### config.mk
export PLATFORM = sky130hd
export DESIGN_NAME = min_priority_queue
export DESIGN_NICKNAME = d
export VERILOG_FILES = /design/src/hw/rtl/mpq_pkg.sv /design/src/hw/rtl/mpq_ram.sv /design/src/hw/rtl/mpq_ctrl.sv /design/src/hw/rtl/mpq_dp.sv /design/src/hw/rtl/min_priority_queue.sv
export SDC_FILE = /design/constraint.sdc
export NUM_CORES = 1
export LEC_CHECK = 0
export BUFFER_PORTS_ARGS = -buffer_cell sky130_fd_sc_hd__buf_4
export CAP_MARGIN = 20
export CORE_AREA = 2 2 281 283
export DETAILED_ROUTE_END_ITERATION = 10
export DIE_AREA = 0 0 283 285
export PLACE_DENSITY_LB_ADDON = 0.08
export SYNTH_ARGS = -nofsm -noshare
export SYNTH_HDL_FRONTEND = slang
export SYNTH_SLANG_ARGS = --single-unit
export TNS_END_PERCENT = 30
### constraint.sdc
create_clock -name clk -period 7.4 [get_ports clk]
set_input_delay 1.48 -clock clk [delete_from_list [all_inputs] [get_ports clk]]
set_output_delay 1.48 -clock clk [all_outputs]
set_load 0.02 [all_outputs]
### src/hw/rtl/mpq_pkg.sv
// ----------------------------------------------------------------------------
// mpq_pkg: shared types and constants for the minimum priority queue
// Item formats, codes, controller states, and controller/datapath bundles.
// ----------------------------------------------------------------------------
package mpq_pkg;

    localparam int VALUE_W  = 32;
    localparam int STATUS_W = 2;

    localparam logic OP_ENQUEUE = 1'b0;
    localparam logic OP_DEQUEUE = 1'b1;

    localparam logic [STATUS_W-1:0] STATUS_OK    = 2'd0;
    localparam logic [STATUS_W-1:0] STATUS_EMPTY = 2'd1;
    localparam logic [STATUS_W-1:0] STATUS_FULL  = 2'd2;

    typedef struct packed {
        logic                      opcode;
        logic signed [VALUE_W-1:0] value;
    } in_item_t;

    typedef struct packed {
        logic [STATUS_W-1:0]       status;
        logic signed [VALUE_W-1:0] min_value;
        logic                      is_empty;
    } out_item_t;

    typedef enum logic [2:0] {
        ST_IDLE,
        ST_DISPATCH,
        ST_SCAN,
        ST_DRAIN,
        ST_FINISH
    } state_t;

    typedef struct packed {
        logic load_item;
        logic issue_read;
        logic commit;
    } ctl_cmd_t;

    typedef struct packed {
        logic op_dequeue;
        logic store_empty;
        logic scan_last;
        logic out_free;
    } dp_status_t;

endpackage

### src/hw/rtl/mpq_ram.sv
// ----------------------------------------------------------------------------
// mpq_ram: generic single-port-write, single-port-read memory
// One write and one registered read per cycle.
// ----------------------------------------------------------------------------
module mpq_ram #(
    parameter int WIDTH = 32,
    parameter int DEPTH = 16
) (
    input  logic                     clk,
    input  logic                     we,
    input  logic [$clog2(DEPTH)-1:0] waddr,
    input  logic [WIDTH-1:0]         wdata,
    input  logic                     re,
    input  logic [$clog2(DEPTH)-1:0] raddr,
    output logic [WIDTH-1:0]         rdata
);

    logic [WIDTH-1:0] mem [DEPTH];

    always_ff @(posedge clk)
    begin
        if (we)
        begin
            mem[waddr] <= wdata;
        end
        if (re)
        begin
            rdata <= mem[raddr];
        end
    end

endmodule

### src/hw/rtl/mpq_ctrl.sv
// ----------------------------------------------------------------------------
// mpq_ctrl: sequencing state machine
// Accepts one item, steps the datapath through the scan for a dequeue on a non-empty store, and commits.
// ----------------------------------------------------------------------------
module mpq_ctrl (
    input  logic                clk,
    input  logic                rst_n,
    input  logic                in_valid,
    output logic                in_ready,
    input  mpq_pkg::dp_status_t status,
    output mpq_pkg::ctl_cmd_t   cmd
);

    import mpq_pkg::*;

    state_t state_reg;
    state_t state_next;

    always_ff @(posedge clk or negedge rst_n)
    begin
        if (!rst_n)
        begin
            state_reg <= ST_IDLE;
        end
        else
        begin
            state_reg <= state_next;
        end
    end

    always_comb
    begin
        state_next = state_reg;
        unique case (state_reg)
            ST_IDLE:
            begin
                if (in_valid)
                begin
                    state_next = ST_DISPATCH;
                end
            end
            ST_DISPATCH:
            begin
                if (status.op_dequeue && !status.store_empty)
                begin
                    state_next = ST_SCAN;
                end
                else
                begin
                    state_next = ST_FINISH;
                end
            end
            ST_SCAN:
            begin
                if (status.scan_last)
                begin
                    state_next = ST_DRAIN;
                end
            end
            ST_DRAIN:
            begin
                state_next = ST_FINISH;
            end
            ST_FINISH:
            begin
                if (status.out_free)
                begin
                    state_next = ST_IDLE;
                end
            end
            default:
            begin
                state_next = ST_IDLE;
            end
        endcase
    end

    always_comb
    begin
        in_ready       = 1'b0;
        cmd.load_item  = 1'b0;
        cmd.issue_read = 1'b0;
        cmd.commit     = 1'b0;
        unique case (state_reg)
            ST_IDLE:
            begin
                in_ready      = 1'b1;
                cmd.load_item = in_valid;
            end
            ST_SCAN:
            begin
                cmd.issue_read = 1'b1;
            end
            ST_FINISH:
            begin
                cmd.commit = status.out_free;
            end
            default:
            begin
            end
        endcase
    end

    // The scan is only entered for a dequeue on a non-empty store.
    a_scan_nonempty: assert property (@(posedge clk) disable iff (!rst_n)
        (state_reg == ST_SCAN) |-> (status.op_dequeue && !status.store_empty))
        else $error("scan running on an empty store or for an enqueue");

endmodule

### src/hw/rtl/mpq_dp.sv
// ----------------------------------------------------------------------------
// mpq_dp: queue datapath
// Entry memory, count, one-compare-per-cycle minimum scan, and result register.
// ----------------------------------------------------------------------------
module mpq_dp #(
    parameter int CAPACITY = 16
) (
    input  logic                clk,
    input  logic                rst_n,
    input  mpq_pkg::in_item_t   in_item,
    input  mpq_pkg::ctl_cmd_t   cmd,
    output mpq_pkg::dp_status_t status,
    output logic                out_valid,
    input  logic                out_ready,
    output mpq_pkg::out_item_t  out_item
);

    import mpq_pkg::*;

    localparam int AW    = $clog2(CAPACITY);
    localparam int CNT_W = $clog2(CAPACITY + 1);

    logic                      op_reg;
    logic signed [VALUE_W-1:0] value_reg;
    logic [CNT_W-1:0]          count_reg;
    logic [CNT_W-1:0]          count_next;
    logic [AW-1:0]             scan_idx_reg;
    logic                      rd_pend_reg;
    logic [AW-1:0]             rd_idx_reg;
    logic signed [VALUE_W-1:0] best_val_reg;
    logic [AW-1:0]             best_idx_reg;
    logic signed [VALUE_W-1:0] last_val_reg;
    logic                      out_valid_reg;
    out_item_t                 out_item_reg;
    out_item_t                 out_item_next;

    logic [CNT_W-1:0]          count_m1;
    logic [AW-1:0]             last_idx;
    logic                      store_full;
    logic                      ram_we;
    logic [AW-1:0]             ram_waddr;
    logic [VALUE_W-1:0]        ram_wdata;
    logic [VALUE_W-1:0]        ram_rdata;
    logic signed [VALUE_W-1:0] rd_val;

    assign count_m1   = count_reg - CNT_W'(1);
    assign last_idx   = count_m1[AW-1:0];
    assign store_full = (count_reg == CNT_W'(CAPACITY));
    assign rd_val     = $signed(ram_rdata);

    assign status.op_dequeue  = (op_reg == OP_DEQUEUE);
    assign status.store_empty = (count_reg == '0);
    assign status.scan_last   = (scan_idx_reg == last_idx);
    assign status.out_free    = !out_valid_reg || out_ready;

    mpq_ram #(
        .WIDTH (VALUE_W),
        .DEPTH (CAPACITY)
    ) u_ram (
        .clk   (clk),
        .we    (ram_we),
        .waddr (ram_waddr),
        .wdata (ram_wdata),
        .re    (cmd.issue_read),
        .raddr (scan_idx_reg),
        .rdata (ram_rdata)
    );

    always_comb
    begin
        ram_we        = 1'b0;
        ram_waddr     = best_idx_reg;
        ram_wdata     = last_val_reg;
        count_next    = count_reg;
        out_item_next = '0;
        if (op_reg == OP_ENQUEUE)
        begin
            ram_waddr = count_reg[AW-1:0];
            ram_wdata = value_reg;
            if (store_full)
            begin
                out_item_next.status = STATUS_FULL;
            end
            else
            begin
                ram_we     = cmd.commit;
                count_next = count_reg + CNT_W'(1);
            end
        end
        else if (count_reg == '0)
        begin
            out_item_next.status = STATUS_EMPTY;
        end
        else
        begin
            ram_we                  = cmd.commit;
            count_next              = count_m1;
            out_item_next.min_value = best_val_reg;
        end
        out_item_next.is_empty = (count_next == '0);
    end

    always_ff @(posedge clk or negedge rst_n)
    begin
        if (!rst_n)
        begin
            count_reg     <= '0;
            rd_pend_reg   <= 1'b0;
            out_valid_reg <= 1'b0;
        end
        else
        begin
            rd_pend_reg <= cmd.issue_read;
            if (cmd.commit)
            begin
                count_reg     <= count_next;
                out_valid_reg <= 1'b1;
            end
            else if (out_ready)
            begin
                out_valid_reg <= 1'b0;
            end
        end
    end

    always_ff @(posedge clk)
    begin
        if (cmd.load_item)
        begin
            op_reg       <= in_item.opcode;
            value_reg    <= in_item.value;
            scan_idx_reg <= '0;
        end
        else if (cmd.issue_read)
        begin
            scan_idx_reg <= scan_idx_reg + AW'(1);
        end
        rd_idx_reg <= scan_idx_reg;
        if (rd_pend_reg)
        begin
            if ((rd_idx_reg == '0) || (rd_val < best_val_reg))
            begin
                best_val_reg <= rd_val;
                best_idx_reg <= rd_idx_reg;
            end
            if (rd_idx_reg == last_idx)
            begin
                last_val_reg <= rd_val;
            end
        end
        if (cmd.commit)
        begin
            out_item_reg <= out_item_next;
        end
    end

    assign out_valid = out_valid_reg;
    assign out_item  = out_item_reg;

    a_count_bound: assert property (@(posedge clk) disable iff (!rst_n)
        count_reg <= CNT_W'(CAPACITY))
        else $error("entry count exceeds capacity");

    a_commit_free: assert property (@(posedge clk) disable iff (!rst_n)
        cmd.commit |-> (!out_valid_reg || out_ready))
        else $error("commit would overwrite an untaken result");

    a_enq_count: assert property (@(posedge clk) disable iff (!rst_n)
        (cmd.commit && (op_reg == OP_ENQUEUE) && !store_full)
        |=> (count_reg == $past(count_reg) + CNT_W'(1)))
        else $error("enqueue did not advance the count");

endmodule

### src/hw/rtl/min_priority_queue.sv
// ----------------------------------------------------------------------------
// min_priority_queue: minimum priority queue with a linear scan
// Stores up to CAPACITY signed values; dequeue returns and removes a smallest.
// ----------------------------------------------------------------------------
// An enqueue passes through dispatch and finish back to idle; a dequeue on a
// non-empty store also passes through scan and drain, because the scan reads
// one entry per cycle through the single read port of the entry memory and
// compares it against the running minimum. The result waits in an output
// register, and the next item is accepted while it waits; an item only stalls
// at its end if the previous result has still not been taken. Enqueue into a
// full store returns status full, dequeue from an empty store status empty.
module min_priority_queue #(
    parameter int CAPACITY = 16
) (
    input  logic               clk,
    input  logic               rst_n,
    input  logic               in_valid,
    output logic               in_ready,
    input  mpq_pkg::in_item_t  in_item,
    output logic               out_valid,
    input  logic               out_ready,
    output mpq_pkg::out_item_t out_item
);

    import mpq_pkg::*;

    ctl_cmd_t   cmd;
    dp_status_t status;

    mpq_ctrl u_ctrl (
        .clk      (clk),
        .rst_n    (rst_n),
        .in_valid (in_valid),
        .in_ready (in_ready),
        .status   (status),
        .cmd      (cmd)
    );

    mpq_dp #(
        .CAPACITY (CAPACITY)
    ) u_dp (
        .clk       (clk),
        .rst_n     (rst_n),
        .in_item   (in_item),
        .cmd       (cmd),
        .status    (status),
        .out_valid (out_valid),
        .out_ready (out_ready),
        .out_item  (out_item)
    );

endmodule
# Yosys cells after proc, flatten, opt, wreduce, memory -nomap -nowiden
# Memory sizes are Yosys's and may differ from the RTL's. A register that Yosys moved wholly into a read port is not among the register bits.
# Index checks and enable logic that the tools add are counted.
# Widths: inputs -> output; s select.
# totals
ff_bits,154
mem_bits_rw,512
output_inout_bits,37
word_cells,68
memories,1
# memory_table
memory,depth,word_bits,read_ports,rd_clocked_by_memory_dff,write_ports,line,text
u_dp.u_ram.mem,16,32,1,1,1,mpq_ram.sv:18,logic [WIDTH-1:0] mem [DEPTH];
# classes
n_addsub,3
order_cmp,1
n_eq_ne,10
mux,24
bitwise,1
n_reduce_logical,14
# ops
operator,n
$lt 32x32->1,1
$mux 32,1
$mux 5,3
$pmux 3 s5,1
$mux 1,12
$mux 3,4
$logic_not 5->1,2
$eq 4x4->1,2
$eq 3x2->1 const B,2
$add 5x1->5 const B,1
$eq 5x5->1 const B,1
$sub 5x1->5 const B,1
$add 4x1->4 const B,1
$logic_not 4->1,1
$mux 2,2
$mux 4,1
$ne 2x2->1 const B,2
$reduce_and 2->1,2
$eq 3x1->1 const B,1
$eq 3x3->1 const B,1
$logic_not 3->1,1
$reduce_and 3->1,1
$logic_not 1->1,2
$logic_or 1x1->1,2
other kinds (5),5

# Logic depth before layout (Yosys ltp)
# Gate-level depths: netlist (run 1).
# depth
depth_word,7
mapped_depth,9
depth_no_buf,7

# By module
# A second synthesis (run 1) with hierarchy kept.
# unflattened
cells_unflattened,1271
hier_area_um2,26773.2
# by_module_without_submodules
module,instances,cells_per_inst,area_per_inst_um2,seq_area_each_um2
mpq_ram,1,838,20174.3,16335.7
mpq_dp,1,417,6433.7,4419.2
mpq_ctrl,1,16,165.2,75.1

# Worst setup path before layout (run 1)
# No wires, ideal clock.
# synth_path
path_type,reg-to-reg
from,"register u_dp.u_ram.rdata[31], read port of u_dp.u_ram.mem"
to,"register u_dp.best_idx_reg[0], enable pin"
setup_time_ns,0.542
arrival_ns,5.689
required_time_ns,6.858
slack_ns,1.168
stages_incl_launch_ff,7
cell_sequence,edfxtp_1 > ha_1 > nand4_2 > or4_4 > a21oi_2 > nor4_1 > a2111oi_1
# synth_between
elab_chain_cells,3
# synth_lines
item,line,text
"start, declared",mpq_ram.sv:15,output logic [WIDTH-1:0] rdata
$lt 32x32->1,mpq_dp.sv:141,if ((rd_idx_reg == '0) || (rd_val < best_val_reg))
$logic_or 1x1->1,mpq_dp.sv:141,
$reduce_and 2->1 (no line),-,
"end signal, assigned",mpq_dp.sv:144,best_idx_reg <= rd_idx_reg;
"end, declared",mpq_dp.sv:31,logic [AW-1:0] best_idx_reg;
# No other way between the ends.
# A chain may end at the register's enable or synchronous reset.

# Worst setup path in the final report (run 1)
# layout_path
from,input port out_ready
to,"memory u_dp.u_ram.mem[10][16], enable pin"
# layout_between
elab_chain_cells,6
elab_cells_between_ends,7
# layout_lines
item,line,text
"start, declared",min_priority_queue.sv:21,"input logic out_ready,"
$logic_or 1x1->1 (*),mpq_dp.sv:54,assign status.out_free = !out_valid_reg || out_ready;
$mux 1 (*),mpq_ctrl.sv:84,unique case (state_reg)
$mux 1 (on tied branches),"mpq_dp.sv:80, mpq_dp.sv:90",
$mux 1 (*),mpq_dp.sv:76,if (op_reg == OP_ENQUEUE)
$mux 1 (*),mpq_ram.sv:22,if (we)
$mux 1 (implied by the code) (*),mpq_ram.sv:24,mem[waddr] <= wdata;
"end, declared",mpq_ram.sv:18,
# Mark *: on every way between the ends. The rest lies on a longest branch, timed or not.

==> results.toml, run 1 <==
[status]
status = "completed"

[pwr]
p_int_uw = 8070
seq_power_share_pct = 47.0
irDropWorstVdd_mv = 0.171
power_frac_comb_pct = 20.5
power_density_mw_per_mm2 = 358
leakage_uw = 0.00997
power_switching_uw = 3100
clock_power_share_pct = 32.5
p_sw_share_pct = 27.8

[grt]
grt_pass1_wl_um = 91800
antenna_found_initial = 4
grt_util_all_layers_pct = 15.6
grt_pass1_vias = 12900
grt_max_degree = 111
grt-ovfl-total = 0

[die]
ioPinCount = 74
core-area_mm2 = 0.0780
start_util_pct = 34.5
dieArea_mm2 = 0.0807
fp-row-count = 103
die_x_um = 283
fp.dieH_um = 285

[critical_path]
path_class = "in2reg"
crit_path_end_kind = "flip-flop"
worstSetupStartpointType = "primary input"
cpPeakStageDelay_ps = 580
critPathLaunch = "out_ready"
worstPathCellList = "buf_4 > nand2b_1 > nand3_1 > nor2b_1 > o21ai_1 > nor2_4 > buf_4"
reg2reg_from = "u_dp.u_ram.rdata[15]"
cp_common_cell = "buf_4"
crit_path_top_delay_cell = "nor2_4"
critical_path_required_ps = 7660
worstPathMaxFanout = 20
critPathArrivalTime_ps = 3850

[timing]
setup-violations-final = 0
slew_headroom_pct = 23.1
rsz0062_at_grt = "no"
finalHoldViolCount = 0
fin_crit_ps = 3590
drv_slew = 0
period_share_pct = 48.6
max_freq_ghz = 0.278
final.setup_skew_ps = 21.6
tightestPinTransition_ps = 1150
fin_tns_setup_ps = 0

[route]
drc = 0
num_vias = 12200
drt_pass1_iterations = 5
postRouteWirelength_um = 62400
ant_nets = 0
wire_per_inst_um = 25.4
drt_iter0_drc = 973
via_per_inst = 4.98

[run]
maxCapViolCount = 0

[synthesis]
ys_ff_latch = 698
netlist_area_mm2 = 0.0269
synth_top_area_share_pct = 76.0
synth-seq-area-share_pct = 77.5
async_reset_ff_share_pct = 1.43
syn_nets = 1294
synth_area_per_cell_um2 = 22.0
synth_cells = 1223
netlist_top_cells_area = "edfxtp_1 76%, mux4_2 13%, ha_1 1.6%"
synth_edf_count = 680
yosysWarningCount = 0
ys.flop_type = "edfxtp_1"
synth_cell_types = 53
synth_top_area_cell = "edfxtp_1"

[layout]
final_nets = 1419
fillers = 6911
largest_register_ffs = 512
final_cell_mix = "680 x edfxtp_1, 161 x mux4_2, 102 x buf_4, 81 x clkbuf_16, 42 x inv_1"
layout_commonest_cell = "edfxtp_1"
fin_util_pct = 40.0
syn_to_final_growth_pct = 16.1
num_antenna_cells = 0
layout-drive-gt1-share_pct = 30.6

[cts]
clock_latency_ps = 610
cts_resized = 0
numCtsBuffers = 77
post_cts_buffers = 0
cts_root_buf = "clkbuf_16"
h-tree-depth = 3
clock-sinks = 698
cts_hold_buf = 0
cts_buffer_depth = 3
cts_tree = "done"
clkSlewWorstSetupHoldPaths_ps = 60

[placement]
port_buffers = 73
dpl.hpwl_um = 36200
gp_congestion = 0.729

[worst_hold_path]
min_path_type = "reg2reg"
hold_path.startpoint = "u_dp.rd_idx_reg[3]"
[Yosys cell counts (3+ instances only)]
library cell / n
a21o_1: 3
a21oi_1: 18
a32oi_1: 3
and3_1: 33
buf_1: 7
buf_2: 9
buf_4: 8
clkbuf_1: 31
dfrtp_1: 10
dfxtp_1: 8
edfxtp_1: 680
ha_1: 34
inv_1: 42
mux2_2: 33
mux4_2: 161
nand2_1: 17
nand3_1: 7
nand4_1: 6
nor2_1: 32
nor3_1: 12
nor3b_1: 4
o21ai_0: 7
o21ai_1: 6
xnor2_1: 8
xor2_1: 8
[power groups by stage]
| stage | Combinational, uW | Sequential [uW] | Clock [uW] |
|---|---|---|---|
| final | 2290 | 5250 | 3640 |
| after CTS | 2360 | 5260 | 3740 |
| after floorplan | 1610 | 5210 | 0 |
| after detailed placement | 2350 | 5340 | 0 |
| after global routing | 2510 | 5290 | 3900 |
| after global placement | 2350 | 5340 | 0 |
[per-layer routing]
metal  vias up  track usage (%)  wire, um
met1      6560             23.1     30300
met5         -                0         0
met4         0             4.45      1180
met3        74             2.85      2630
met2       257             23.6     28300
li1       5321                -         -
[logic make-up after synthesis]
logic type	synth area share, %
xor+xnor	0.521
flops	77.5
buf+inv	1.59
compound gates	1.32
mux	14.9
simple gates	2.53
fa+ha+maj	1.58
[final cells by class]
class | instances | area (um^2) | area share [%]
clock buffer | 102 | 2120 | 6.78
clock inverter | 33 | 248 | 0.794
inverter | 42 | 158 | 0.505
multi-input combinational | 426 | 5760 | 18.4
sequential | 698 | 20800 | 66.8
tap | 1050 | 1310 | 4.21
timing repair buffer | 103 | 786 | 2.52
[per-stage QoR]
step / hold WS [ps] / setup WS (ps) / instances / total power, uW / area (um^2)
floorplan: 326 / 1170 / 1223 / 6820 / 26900
global placement: 462 / 3170 / 2319 / 7680 / 28900
detailed placement: 455 / 3200 / 2319 / 7690 / 28900
CTS: 469 / 3840 / 2454 / 11400 / 31200
global route: 495 / 3650 / 2454 / 11700 / 31200
finish: 473 / 3810 / 2454 / 11200 / 31200
[worst max-delay path, delay by kind of cell]
kind	cells	cell delay [ps]
simple gates	4	1400
buf+inv	2	520
compound gates	1	430
[final timing paths]
| path | slack (ps) | endpoint | cells past startpoint |
|---|---|---|---|
| min in group asynchronous | 700 | u_dp.count_reg[0] | 1 |
| setup reg to reg | 3960 | u_dp.best_val_reg[7] | 7 |
| max in group asynchronous | 6540 | u_dp.count_reg[1] | 1 |
| hold reg to reg | 470 | u_dp.best_idx_reg[3] | 0 |
| hold / removal | 470 | u_dp.best_idx_reg[3] | 0 |
| setup / recovery | 3810 | u_dp.u_ram.mem[10][16] | 7 |
No activity file was read; power rests on OpenSTA's default activity.
==> run 2, diff against run 1 <==
clock period = 3.15 ns   (was 7.4 ns; I/O delays follow)
==> run 2 against run 1 <==
Against the previous run:
- setup slack got worse by 3600 ps
- clock power rose by 140%
- cell count rose by 1.5%
- first-iteration DRC count rose by 19%
- worst hold slack got worse by 270 ps
- non-clock buffer count rose by 33
- critical path depth did not move
- register-to-register slack got worse by 3700 ps
- critical path type is now reg2reg
- largest power group unchanged
- highest routed layer unchanged
==> results.toml, run 2 (synthesis results as in run 1) <==
[pwr]
clock_power_share_pct = 32.9
leakage_uw = 0.0103
p_int_uw = 19400
power_density_mw_per_mm2 = 836
p_total_uw = 26700
power_switching_uw = 7370
p_sw_share_pct = 27.5
seq_power_share_pct = 45.3
power_frac_comb_pct = 21.7
irDropWorstVdd_mv = 0.358

[layout]
layout-drive-gt1-share_pct = 33.1
fillers = 6837
register_area_mm2 = 0.0208
fin_util_pct = 41.0
syn_to_final_growth_pct = 19.0
design_area_mm2 = 0.0320
final_cell_mix = "680 x edfxtp_1, 161 x mux4_2, 106 x buf_4, 79 x clkbuf_16, 42 x inv_1"
final_nets = 1453
largest_register_ffs = 512
layout_commonest_cell = "edfxtp_1"
multi_input_area_mm2 = 0.00581

[grt]
grt_util_all_layers_pct = 16.1
grt_max_degree = 55
grt_pass1_wl_um = 93600
grt-ovfl-total = 0
grt_pass1_vias = 13000
antenna_found_initial = 5

[timing]
setup-violations-final = 0
hold_ws_ps = 199
slew_headroom_pct = 28.0
final.setup_skew_ps = 18.0
drv_slew = 0
tightestPinTransition_ps = 1080
worst_slack_ps = 240
fin_crit_ps = 2910
max_freq_ghz = 0.344
finalHoldViolCount = 0
period_share_pct = 92.4
rsz0062_at_grt = "no"

[die]
ioPinCount = 74
start_util_pct = 34.5
dieArea_mm2 = 0.0807
die_x_um = 283
fp.dieH_um = 285
fp-row-count = 103
core-area_mm2 = 0.0780

[critical_path]
worstPathMaxFanout = 20
ff2ff_setup_slack_ps = 240
critPathLaunch = "u_dp.u_ram.rdata[9]"
crit_end = "u_dp.best_val_reg[12]"
reg2reg_from = "u_dp.u_ram.rdata[9]"
r2r_end = "u_dp.best_val_reg[12]"
path_class = "reg2reg"
reg2reg_depth = 7
crit_path_end_kind = "flip-flop"
worstPathCellList = "ha_1 > a21oi_1 > o21ai_0 > a21oi_1 > a2111oi_0 > a2111oi_4 > buf_4"
worstSetupStartpointType = "flip-flop"
crit_path_top_delay_cell = "a21oi_1"
cpPeakStageDelay_ps = 470
critPathArrivalTime_ps = 3180
cp_common_cell = "a21oi_1"
critical_path_required_ps = 3420

[route]
ant_nets = 0
via_per_inst = 4.99
postRouteWirelength_um = 64300
drt_pass1_iterations = 6
drc = 0
drt_iter0_drc = 1154
num_vias = 12400
wire_per_inst_um = 25.8

[cts]
cts_tree = "done"
post_cts_buffers = 0
cts_hold_buf = 1
numCtsBuffers = 78
cts_root_buf = "clkbuf_16"
clock-sinks = 698
h-tree-depth = 3
cts_resized = 0
cts_buffer_depth = 3
clkSlewWorstSetupHoldPaths_ps = 60
clock_latency_ps = 610

[worst_hold_path]
min_path_type = "in2reg"
hold_path.startpoint = "in_item[11]"

[placement]
dp_worst_setup_slack_ps = 191
gp_congestion = 0.739
dpl.hpwl_um = 37000
placed_area_mm2 = 0.0295
port_buffers = 73

[status]
status = "completed"

[run]
maxCapViolCount = 0
run 2: changes by cell type in the layout (fill, tap and decap cells not counted), moves of 2 or more:
cell        change
buf_12         +28
clkbuf_16       -2
buf_4           +4
clkinv_2        +4
bufinv_16       +4
ha_1            -2
nor3_2          -2
clkinvlp_4      +6
nor3_4          +2
ha_4            +2
clkbuf_1       -10
run 2: layout make-up:
cell class / count / area share [%]
diodes: 1 / 0.00783
clock buffers: 89 / 6.30
clock inverters: 49 / 1.39
inverters: 42 / 0.493
multi-input cells: 426 / 18.2
flip-flops and latches: 698 / 65.2
well taps: 1050 / 4.11
repair buffers: 136 / 4.34
run 2: power by group through the flow:
stage / clock network [uW] / logic [uW] / registers [uW]
detailed placement: 0 / 5950 / 12300
finish: 8810 / 5810 / 12100
global placement: 0 / 5930 / 12300
floorplan: 0 / 3810 / 12200
CTS: 9060 / 5960 / 12100
global route: 9410 / 6350 / 12200
run 2: routing by layer:
metal | track usage, % | wire (um)
met1 | 23.9 | 31200
met2 | 24.4 | 29200
met3 | 3.00 | 2840
met4 | 4.10 | 994
met5 | 0 | 0
run 2: worst min-delay path by stage:
stage | cells past startpoint | to
after floorplan | 0 | u_ctrl.state_reg[0]
after global placement | 0 | u_dp.last_val_reg[11]
after detailed placement | 0 | u_dp.best_idx_reg[1]
after CTS | 1 | u_dp.value_reg[13]
after global routing | 1 | u_dp.value_reg[12]
final | 1 | u_dp.value_reg[11]
run 2: critical path: cells and delay by family, from the launching register on:
| family | cells | cell delay (ps) |
|---|---|---|
| AO/OA/AOI/OAI | 5 | 1410 |
| flip-flops | 1 | 440 |
| buffers and inverters | 1 | 360 |
| adder cells (fa/ha/maj) | 1 | 340 |
run 2: metrics by stage:
| stage | setup TNS (ps) | instances |
|---|---|---|
| detailed placement | 0 | 2351 |
| global route | 0 | 2490 |
| floorplan | -95670 | 1223 |
| global placement | 0 | 2351 |
| CTS | 0 | 2490 |
| finish | 0 | 2491 |
